File: config.mk
export PLATFORM = sky130hd
export DESIGN_NAME = radix_digit_converter
export DESIGN_NICKNAME = d
export VERILOG_FILES = /design/src/rdc_pkg.sv /design/src/rdc_divider.sv /design/src/rdc_digit_stack.sv /design/src/radix_digit_converter.sv
export SDC_FILE = /design/constraint.sdc
export NUM_CORES = 1
export LEC_CHECK = 0
export ABC_CLOCK_PERIOD_IN_PS = 15500
export BUFFER_PORTS_ARGS = -buffer_cell sky130_fd_sc_hd__buf_2
export CORE_AREA = 2 2 176 178
export CTS_BUF_LIST = sky130_fd_sc_hd__clkbuf_8
export CTS_CLUSTER_DIAMETER = 100
export CTS_CLUSTER_SIZE = 12
export DETAILED_ROUTE_END_ITERATION = 16
export DIE_AREA = 0 0 178 180
export GPL_ROUTABILITY_DRIVEN = 0
export PLACE_DENSITY = 0.64
export SYNTH_ARGS = -nofsm -noshare
export SYNTH_HDL_FRONTEND = slang
export SYNTH_HIERARCHICAL = 1
export SYNTH_SLANG_ARGS = --single-unit
File: constraint.sdc
create_clock -name i_clk -period 15.5 [get_ports i_clk]
set_clock_uncertainty 0.1 [all_clocks]
set_input_delay 0 -clock i_clk [delete_from_list [all_inputs] [get_ports i_clk]]
set_output_delay 0 -clock i_clk [all_outputs]
set_load 0.03 [all_outputs]
File: src/rdc_pkg.sv
// Shared types, constants and helpers for the radix digit converter.
// No dependencies; used by rdc_divider, rdc_digit_stack and radix_digit_converter.
`timescale 1ns / 1ps

package rdc_pkg;

    localparam int NUM_W      = 31;
    localparam int BASE_W     = 5;
    localparam int DIG_W      = 4;
    localparam int CHAR_W     = 7;
    localparam int BASE_MIN   = 2;
    localparam int BASE_MAX   = 16;
    localparam int DVD_W      = 32;
    localparam int DIV_STEPS  = 8;
    localparam int DIV_CYCLES = DVD_W / DIV_STEPS;
    localparam int DCNT_W     = $clog2(DIV_CYCLES);
    localparam int S_TDATA_W  = 40;
    localparam int M_TDATA_W  = 8;

    localparam logic [CHAR_W-1:0] ASCII_ZERO   = 7'd48;
    localparam logic [CHAR_W-1:0] ASCII_LETTER = 7'd55;
    localparam logic [DIG_W-1:0]  DEC_LIMIT    = 4'd10;

    typedef enum logic [2:0] {
        S_IDLE,
        S_ERR,
        S_DIV,
        S_POP,
        S_LOAD
    } t_state;

    typedef struct packed {
        logic                start;
        logic [NUM_W-1:0]    dividend;
        logic [BASE_W-1:0]   divisor;
    } t_div_req;

    typedef struct packed {
        logic                done;
        logic [NUM_W-1:0]    quo;
        logic [DIG_W-1:0]    rem;
    } t_div_res;

    function automatic logic [CHAR_W-1:0] to_ascii(input logic [DIG_W-1:0] d);
        logic [CHAR_W-1:0] ext;
        ext = {{(CHAR_W-DIG_W){1'b0}}, d};
        if (d < DEC_LIMIT) begin
            return ASCII_ZERO + ext;
        end
        return ASCII_LETTER + ext;
    endfunction

endpackage

File: src/rdc_divider.sv
// Iterative divider of a 31-bit value by a radix, eight quotient bits per cycle.
// Depends on rdc_pkg for widths and the request/result structs.
`timescale 1ns / 1ps

module rdc_divider (
    input  logic              i_clk,
    input  logic              i_rst_n,
    input  rdc_pkg::t_div_req i_req,
    output rdc_pkg::t_div_res o_res
);

    logic [rdc_pkg::DVD_W-1:0]  r_dvd, n_dvd;
    logic [rdc_pkg::DVD_W-1:0]  r_quo, n_quo;
    logic [rdc_pkg::DIG_W-1:0]  r_rem, n_rem;
    logic [rdc_pkg::BASE_W-1:0] r_div;
    logic [rdc_pkg::DCNT_W-1:0] r_cnt;
    logic                       r_busy;
    logic                       r_done;

    always_comb begin
        logic [rdc_pkg::DIG_W:0] t;
        n_dvd = r_dvd;
        n_quo = r_quo;
        n_rem = r_rem;
        for (int i = 0; i < rdc_pkg::DIV_STEPS; i++) begin
            t     = {n_rem, n_dvd[rdc_pkg::DVD_W-1]};
            n_dvd = {n_dvd[rdc_pkg::DVD_W-2:0], 1'b0};
            if (t >= r_div) begin
                n_rem = rdc_pkg::DIG_W'(t - r_div);
                n_quo = {n_quo[rdc_pkg::DVD_W-2:0], 1'b1};
            end else begin
                n_rem = t[rdc_pkg::DIG_W-1:0];
                n_quo = {n_quo[rdc_pkg::DVD_W-2:0], 1'b0};
            end
        end
    end

    always_ff @(posedge i_clk) begin
        if (!i_rst_n) begin
            r_busy <= 1'b0;
            r_done <= 1'b0;
            r_cnt  <= '0;
        end else if (i_req.start) begin
            r_busy <= 1'b1;
            r_done <= 1'b0;
            r_cnt  <= '0;
        end else if (r_busy) begin
            r_cnt <= r_cnt + 1'b1;
            if (r_cnt == rdc_pkg::DCNT_W'(rdc_pkg::DIV_CYCLES - 1)) begin
                r_busy <= 1'b0;
                r_done <= 1'b1;
            end
        end else begin
            r_done <= 1'b0;
        end
    end

    always_ff @(posedge i_clk) begin
        if (i_req.start) begin
            r_dvd <= {{(rdc_pkg::DVD_W-rdc_pkg::NUM_W){1'b0}}, i_req.dividend};
            r_quo <= '0;
            r_rem <= '0;
            r_div <= i_req.divisor;
        end else if (r_busy) begin
            r_dvd <= n_dvd;
            r_quo <= n_quo;
            r_rem <= n_rem;
        end
    end

    assign o_res.done = r_done;
    assign o_res.quo  = r_quo[rdc_pkg::NUM_W-1:0];
    assign o_res.rem  = r_rem;

endmodule

File: src/rdc_digit_stack.sv
// Digit stack memory: one write port, one read port with registered read data.
// Depends on rdc_pkg for the digit width.
`timescale 1ns / 1ps

module rdc_digit_stack #(
    parameter int SLOTS = 32
) (
    input  logic                      i_clk,
    input  logic                      i_wr_en,
    input  logic [$clog2(SLOTS)-1:0]  i_wr_addr,
    input  logic [rdc_pkg::DIG_W-1:0] i_wr_data,
    input  logic                      i_rd_en,
    input  logic [$clog2(SLOTS)-1:0]  i_rd_addr,
    output logic [rdc_pkg::DIG_W-1:0] o_rd_data
);

    logic [rdc_pkg::DIG_W-1:0] r_mem [SLOTS];
    logic [rdc_pkg::DIG_W-1:0] r_rd_data;

    always_ff @(posedge i_clk) begin
        if (i_wr_en) begin
            r_mem[i_wr_addr] <= i_wr_data;
        end
        if (i_rd_en) begin
            r_rd_data <= r_mem[i_rd_addr];
        end
    end

    assign o_rd_data = r_rd_data;

endmodule

File: src/radix_digit_converter.sv
// Top level of the radix digit converter: control sequencer and output register.
// Depends on rdc_pkg, rdc_divider and rdc_digit_stack.
//
// channel   dir  tdata                            tlast       tuser
// s_axis    in   [30:0] number_in [35:31] base_in -           -
// m_axis    out  [6:0] digit_char                 last_digit  bad_base
//
// A conversion runs one division per digit on the eight-bit-per-cycle divider, then pops
// each digit from the stack memory.
// A radix outside 2 to 16 gives one error request from the error state.
// Reset clears the sequencer, digit count and output valid; the stack needs no clearing.
// A stalled output holds the sequencer in its load or error state; input is taken only
// when idle.
`timescale 1ns / 1ps

module radix_digit_converter #(
    parameter int DIGIT_SLOTS = 32
) (
    input  logic                          i_clk,
    input  logic                          i_rst_n,
    input  logic                          i_s_axis_tvalid,
    output logic                          o_s_axis_tready,
    input  logic [rdc_pkg::S_TDATA_W-1:0] i_s_axis_tdata,  // number_in, base_in
    output logic                          o_m_axis_tvalid,
    input  logic                          i_m_axis_tready,
    output logic [rdc_pkg::M_TDATA_W-1:0] o_m_axis_tdata,  // digit_char
    output logic                          o_m_axis_tlast,
    output logic                          o_m_axis_tuser   // bad_base
);

    localparam int AW = $clog2(DIGIT_SLOTS);
    localparam int CW = $clog2(DIGIT_SLOTS + 1);

    rdc_pkg::t_state   r_state, n_state;
    logic [CW-1:0]     r_count, n_count;
    logic              r_out_valid, n_out_valid;
    logic [rdc_pkg::CHAR_W-1:0] r_out_char, n_out_char;
    logic              r_out_last, n_out_last;
    logic              r_out_bad, n_out_bad;
    logic [rdc_pkg::BASE_W-1:0] r_base;

    rdc_pkg::t_div_req w_req;
    rdc_pkg::t_div_res w_res;
    logic              w_wr_en;
    logic              w_rd_en;
    logic [AW-1:0]     w_rd_addr;
    logic [rdc_pkg::DIG_W-1:0] w_rd_data;
    logic              w_accept;
    logic              w_out_free;
    logic              w_load;
    logic [rdc_pkg::NUM_W-1:0]  w_number;
    logic [rdc_pkg::BASE_W-1:0] w_base;
    logic              w_bad;
    logic [CW-1:0]     w_count_dec;

    assign w_number    = i_s_axis_tdata[rdc_pkg::NUM_W-1:0];
    assign w_base      = i_s_axis_tdata[rdc_pkg::NUM_W+rdc_pkg::BASE_W-1:rdc_pkg::NUM_W];
    assign w_bad       = (w_base < rdc_pkg::BASE_W'(rdc_pkg::BASE_MIN)) ||
                         (w_base > rdc_pkg::BASE_W'(rdc_pkg::BASE_MAX));
    assign w_accept    = i_s_axis_tvalid && o_s_axis_tready;
    assign w_out_free  = !r_out_valid || i_m_axis_tready;
    assign w_count_dec = r_count - 1'b1;
    assign w_rd_addr   = w_count_dec[AW-1:0];

    rdc_divider u_div (
        .i_clk   (i_clk),
        .i_rst_n (i_rst_n),
        .i_req   (w_req),
        .o_res   (w_res)
    );

    rdc_digit_stack #(
        .SLOTS (DIGIT_SLOTS)
    ) u_stack (
        .i_clk     (i_clk),
        .i_wr_en   (w_wr_en),
        .i_wr_addr (r_count[AW-1:0]),
        .i_wr_data (w_res.rem),
        .i_rd_en   (w_rd_en),
        .i_rd_addr (w_rd_addr),
        .o_rd_data (w_rd_data)
    );

    always_comb begin
        n_state         = r_state;
        n_count         = r_count;
        n_out_char      = r_out_char;
        n_out_last      = r_out_last;
        n_out_bad       = r_out_bad;
        w_load          = 1'b0;
        w_wr_en         = 1'b0;
        w_rd_en         = 1'b0;
        w_req.start     = 1'b0;
        w_req.dividend  = w_number;
        w_req.divisor   = w_base;
        o_s_axis_tready = 1'b0;
        unique case (r_state)
            rdc_pkg::S_IDLE: begin
                o_s_axis_tready = 1'b1;
                if (i_s_axis_tvalid) begin
                    n_count = '0;
                    if (w_bad) begin
                        n_state = rdc_pkg::S_ERR;
                    end else begin
                        w_req.start = 1'b1;
                        n_state     = rdc_pkg::S_DIV;
                    end
                end
            end
            rdc_pkg::S_ERR: begin
                if (w_out_free) begin
                    w_load     = 1'b1;
                    n_out_char = '0;
                    n_out_last = 1'b1;
                    n_out_bad  = 1'b1;
                    n_state    = rdc_pkg::S_IDLE;
                end
            end
            rdc_pkg::S_DIV: begin
                w_req.dividend = w_res.quo;
                w_req.divisor  = r_base;
                if (w_res.done) begin
                    if (r_count < CW'(DIGIT_SLOTS)) begin
                        w_wr_en = 1'b1;
                        n_count = r_count + 1'b1;
                    end
                    if (w_res.quo != '0) begin
                        w_req.start = 1'b1;
                    end else begin
                        n_state = rdc_pkg::S_POP;
                    end
                end
            end
            rdc_pkg::S_POP: begin
                w_rd_en = 1'b1;
                n_count = w_count_dec;
                n_state = rdc_pkg::S_LOAD;
            end
            rdc_pkg::S_LOAD: begin
                if (w_out_free) begin
                    w_load     = 1'b1;
                    n_out_char = rdc_pkg::to_ascii(w_rd_data);
                    n_out_last = (r_count == '0);
                    n_out_bad  = 1'b0;
                    n_state    = (r_count == '0) ? rdc_pkg::S_IDLE : rdc_pkg::S_POP;
                end
            end
            default: n_state = rdc_pkg::S_IDLE;
        endcase
    end

    always_comb begin
        if (w_load) begin
            n_out_valid = 1'b1;
        end else if (i_m_axis_tready) begin
            n_out_valid = 1'b0;
        end else begin
            n_out_valid = r_out_valid;
        end
    end

    always_ff @(posedge i_clk) begin
        if (!i_rst_n) begin
            r_state     <= rdc_pkg::S_IDLE;
            r_count     <= '0;
            r_out_valid <= 1'b0;
        end else begin
            r_state     <= n_state;
            r_count     <= n_count;
            r_out_valid <= n_out_valid;
        end
    end

    always_ff @(posedge i_clk) begin
        if (w_accept) begin
            r_base <= w_base;
        end
        if (w_load) begin
            r_out_char <= n_out_char;
            r_out_last <= n_out_last;
            r_out_bad  <= n_out_bad;
        end
    end

    assign o_m_axis_tvalid = r_out_valid;
    assign o_m_axis_tdata  = {{(rdc_pkg::M_TDATA_W-rdc_pkg::CHAR_W){1'b0}}, r_out_char};
    assign o_m_axis_tlast  = r_out_last;
    assign o_m_axis_tuser  = r_out_bad;

    a_bad_is_last: assert property (@(posedge i_clk) disable iff (!i_rst_n)
        (o_m_axis_tvalid && o_m_axis_tuser) |-> (o_m_axis_tlast && o_m_axis_tdata == '0))
        else $error("error request without last or with nonzero data");

    a_idle_empty: assert property (@(posedge i_clk) disable iff (!i_rst_n)
        (r_state == rdc_pkg::S_IDLE) |-> (r_count == '0))
        else $error("digit stack not empty while idle");

    a_count_bound: assert property (@(posedge i_clk) disable iff (!i_rst_n)
        r_count <= CW'(DIGIT_SLOTS))
        else $error("digit count beyond stack depth");

    a_pop_nonempty: assert property (@(posedge i_clk) disable iff (!i_rst_n)
        (r_state == rdc_pkg::S_POP) |-> (r_count != '0))
        else $error("pop from empty digit stack");

endmodule
==> results.yml <==
timing:
  worst_pin_slew_ns: 1.23
  period_minus_slack_ns: 13.53
  max_freq_mhz: 73.9
  setup_viol: 0
  finalCritPeriodShare_pct: 87.3
  setup_tns_ns: 0
  timing.hold.ws_ns: 0.0762
  rsz0062_at_grt: "no"
  drv_slew: 0
  hold_viol: 0
  relSlewSlack_pct: 17.4
worst_setup_path:
  cp-start-kind: "flip-flop"
  cp_max_fo: 10
  cpMaxStageDelayCell: "edfxtp_1"
  path_class: "flip-flop to flip-flop"
  critPathMostFrequentCell: "ha_1"
  cp_top_family: "compound AO/OA/AOI/OAI gates"
  end_kind: "flip-flop"
  crit_buf_inv: 4
  slowest_delay_ns: 0.69
  crit_arrival_ns: 13.89
  cp.required_ns: 15.87
synth:
  ys_types: 73
  synthArstFlopShare_pct: 0
  avgSynthCellArea_sq_um: 13.4
  synthCells: 889
  syn_area_sq_mm: 0.0119
  synth.most_common_cell: "edfxtp_1"
  yosys_warnings: 6
  synth.yosys.seq_area_share_pct: 54.5
  synth_edf_count: 182
  ys_ff_latch: 232
  synthesis.nets: 985
  synth_commonest_cells: "edfxtp_1 (182), nor2_1 (103), mux2_2 (70), dfxtp_1 (50), ha_1 (44)"
  synth_top_area_share_pct: 46.0
  ys.flop_type: "edfxtp_1"
  synth_area_leaders: "edfxtp_1 (46%), dfxtp_1 (8.4%), mux4_2 (7.6%)"
  synth_top_area_cell: "edfxtp_1"
clock_network:
  clk_latency_ns: 0.56
  clock-sinks: 232
  htreeDepth: 1
  cts_setup_buffers: 0
  cts_tree: "done"
  clk_path_buf_depth: 3
  cts_root_buf: "clkbuf_8"
  cts_made_buffers: 23
  clk_pin_slew_ns: 0.09
  cts_hold_buf: 39
  ctsResizeCount: 0
flow_run:
  drv_cap: 0
grt:
  grt_overflow_total: 0
  grt_usage_pct: 15.2
  grt_pass1_vias: 7294
  grt_max_degree: 54
  grt_pass1_wl_um: 38800
  grt_antenna_before_repair: 0
floorplanning:
  fp.dieH_um: 180
  start_util_pct: 39.3
  dieArea_sq_mm: 0.0320
  rows: 64
  die_w_um: 178
  coreArea_sq_mm: 0.0302
  ioPinCount: 56
placement:
  dp_hpwl_um: 16200
  io_buffers: 50
detailed_routing:
  drtPass1Iterations: 5
  wl_per_cell_um: 18.1
  vias: 7175
  drc_errors: 0
  wirelength_um: 24600
  dr.first_iter.drc_count: 384
  viasPerCell: 5.28
  antenna_left: 0
finish:
  antenna-diode-count: 0
  area_delta_synth_final_pct: 10.4
  ff_latch_area_sq_mm: 0.00647
  fillers: 2736
  drive_gt1_share_pct: 22.5
  fin_util_pct: 43.4
  multiInputGateArea_sq_mm: 0.00492
  final_nets: 1044
worst_hold_path:
  min_path_type: "input pin to flip-flop"
run_status:
  status: "completed"
## placed cells by master (no fill, tap or decap), drive strengths merged, types with 4 or more instances in the layout
master	count
fa	8
o31a	7
mux2	70
o21ai	20
nand2	36
mux2i	32
a31oi	6
inv	48
dlygate4sd3	39
dfxtp	50
xor2	9
nor4	8
nand3	5
a21oi	15
nand4	7
mux4	40
nor3	12
nor3b	5
o211ai	4
buf	58
or3b	4
and2	14
o21a	14
nand3b	6
nand2b	6
edfxtp	182
ha	44
nor2	103
a21o	7
clkbuf	24
o31ai	5
o22ai	5
xnor2	8
or3	4
nor2b	14
a211oi	10
## per-stage QoR
step           setup WS, ns  cell area [sq um]  cells
6_report               1.97              13100   1359
5_1_grt               0.997              13100   1359
4_1_cts                1.95              13100   1359
3_5_place_dp           2.06              12300   1280
3_3_place_gp           2.13              12300   1280
2_1_floorplan          3.94              11900    889
## state kept, by name (all words and copies together), names as in the netlist, 2 cells and up
register and count:
u_stack/r_mem 128, u_stack/o_rd_data 4, r_count 6, u_div/r_div 5, u_div/r_quo 31, u_div/r_cnt 2
r_state 3, r_out_char 7, r_base 5, u_div/r_dvd 32, u_div/r_rem 4
## area by class of cell
class	instances	area share, %
tap	396	3.78
clock inverter	16	0.553
sequential	232	49.3
inverter	33	0.944
timing repair buffer	97	5.34
multi-input combinational	561	37.5
clock buffer	24	2.52
## per-layer routing
layer	GRT usage (%)	routed length [um]
met5	0	0
met4	3.51	527
met3	2.33	1120
met2	25.9	12000
met1	20.5	10900
## path summary, 6_finish.rpt
kind | from | endpoint | slack [ns] | cells after the start
setup / recovery | u_div/r_div[1]$_DFFE_PP_ | u_div/r_rem[3]$_SDFFE_PP0P_ | 1.97 | 49
hold / removal | i_s_axis_tdata[31] | r_base[0]$_DFFE_PP_ | 0.08 | 2
setup reg to reg | u_div/r_div[1]$_DFFE_PP_ | u_div/r_rem[3]$_SDFFE_PP0P_ | 1.97 | 49
hold reg to reg | u_div/r_dvd[23]$_DFFE_PP_ | u_div/r_dvd[31]$_SDFFE_PP0P_ | 0.42 | 2
## cell families (layout without fill, tap and decap cells)
group	Yosys count	after routing	share of synthesized area (%)
multiplexers	142	142	16.9
adder cells (fa/ha/maj)	52	52	5.98
flip-flops	232	232	54.5
XOR/XNOR	17	17	1.25
AO/OA/AOI/OAI	114	114	7.32
AND/OR/NAND/NOR	235	235	9.74
buffers and inverters	96	170	4.30
other	1	1	0.0316
Power is not shown: default switching activity piles up to over one toggle a cycle in this logic, so the estimate is an artifact.
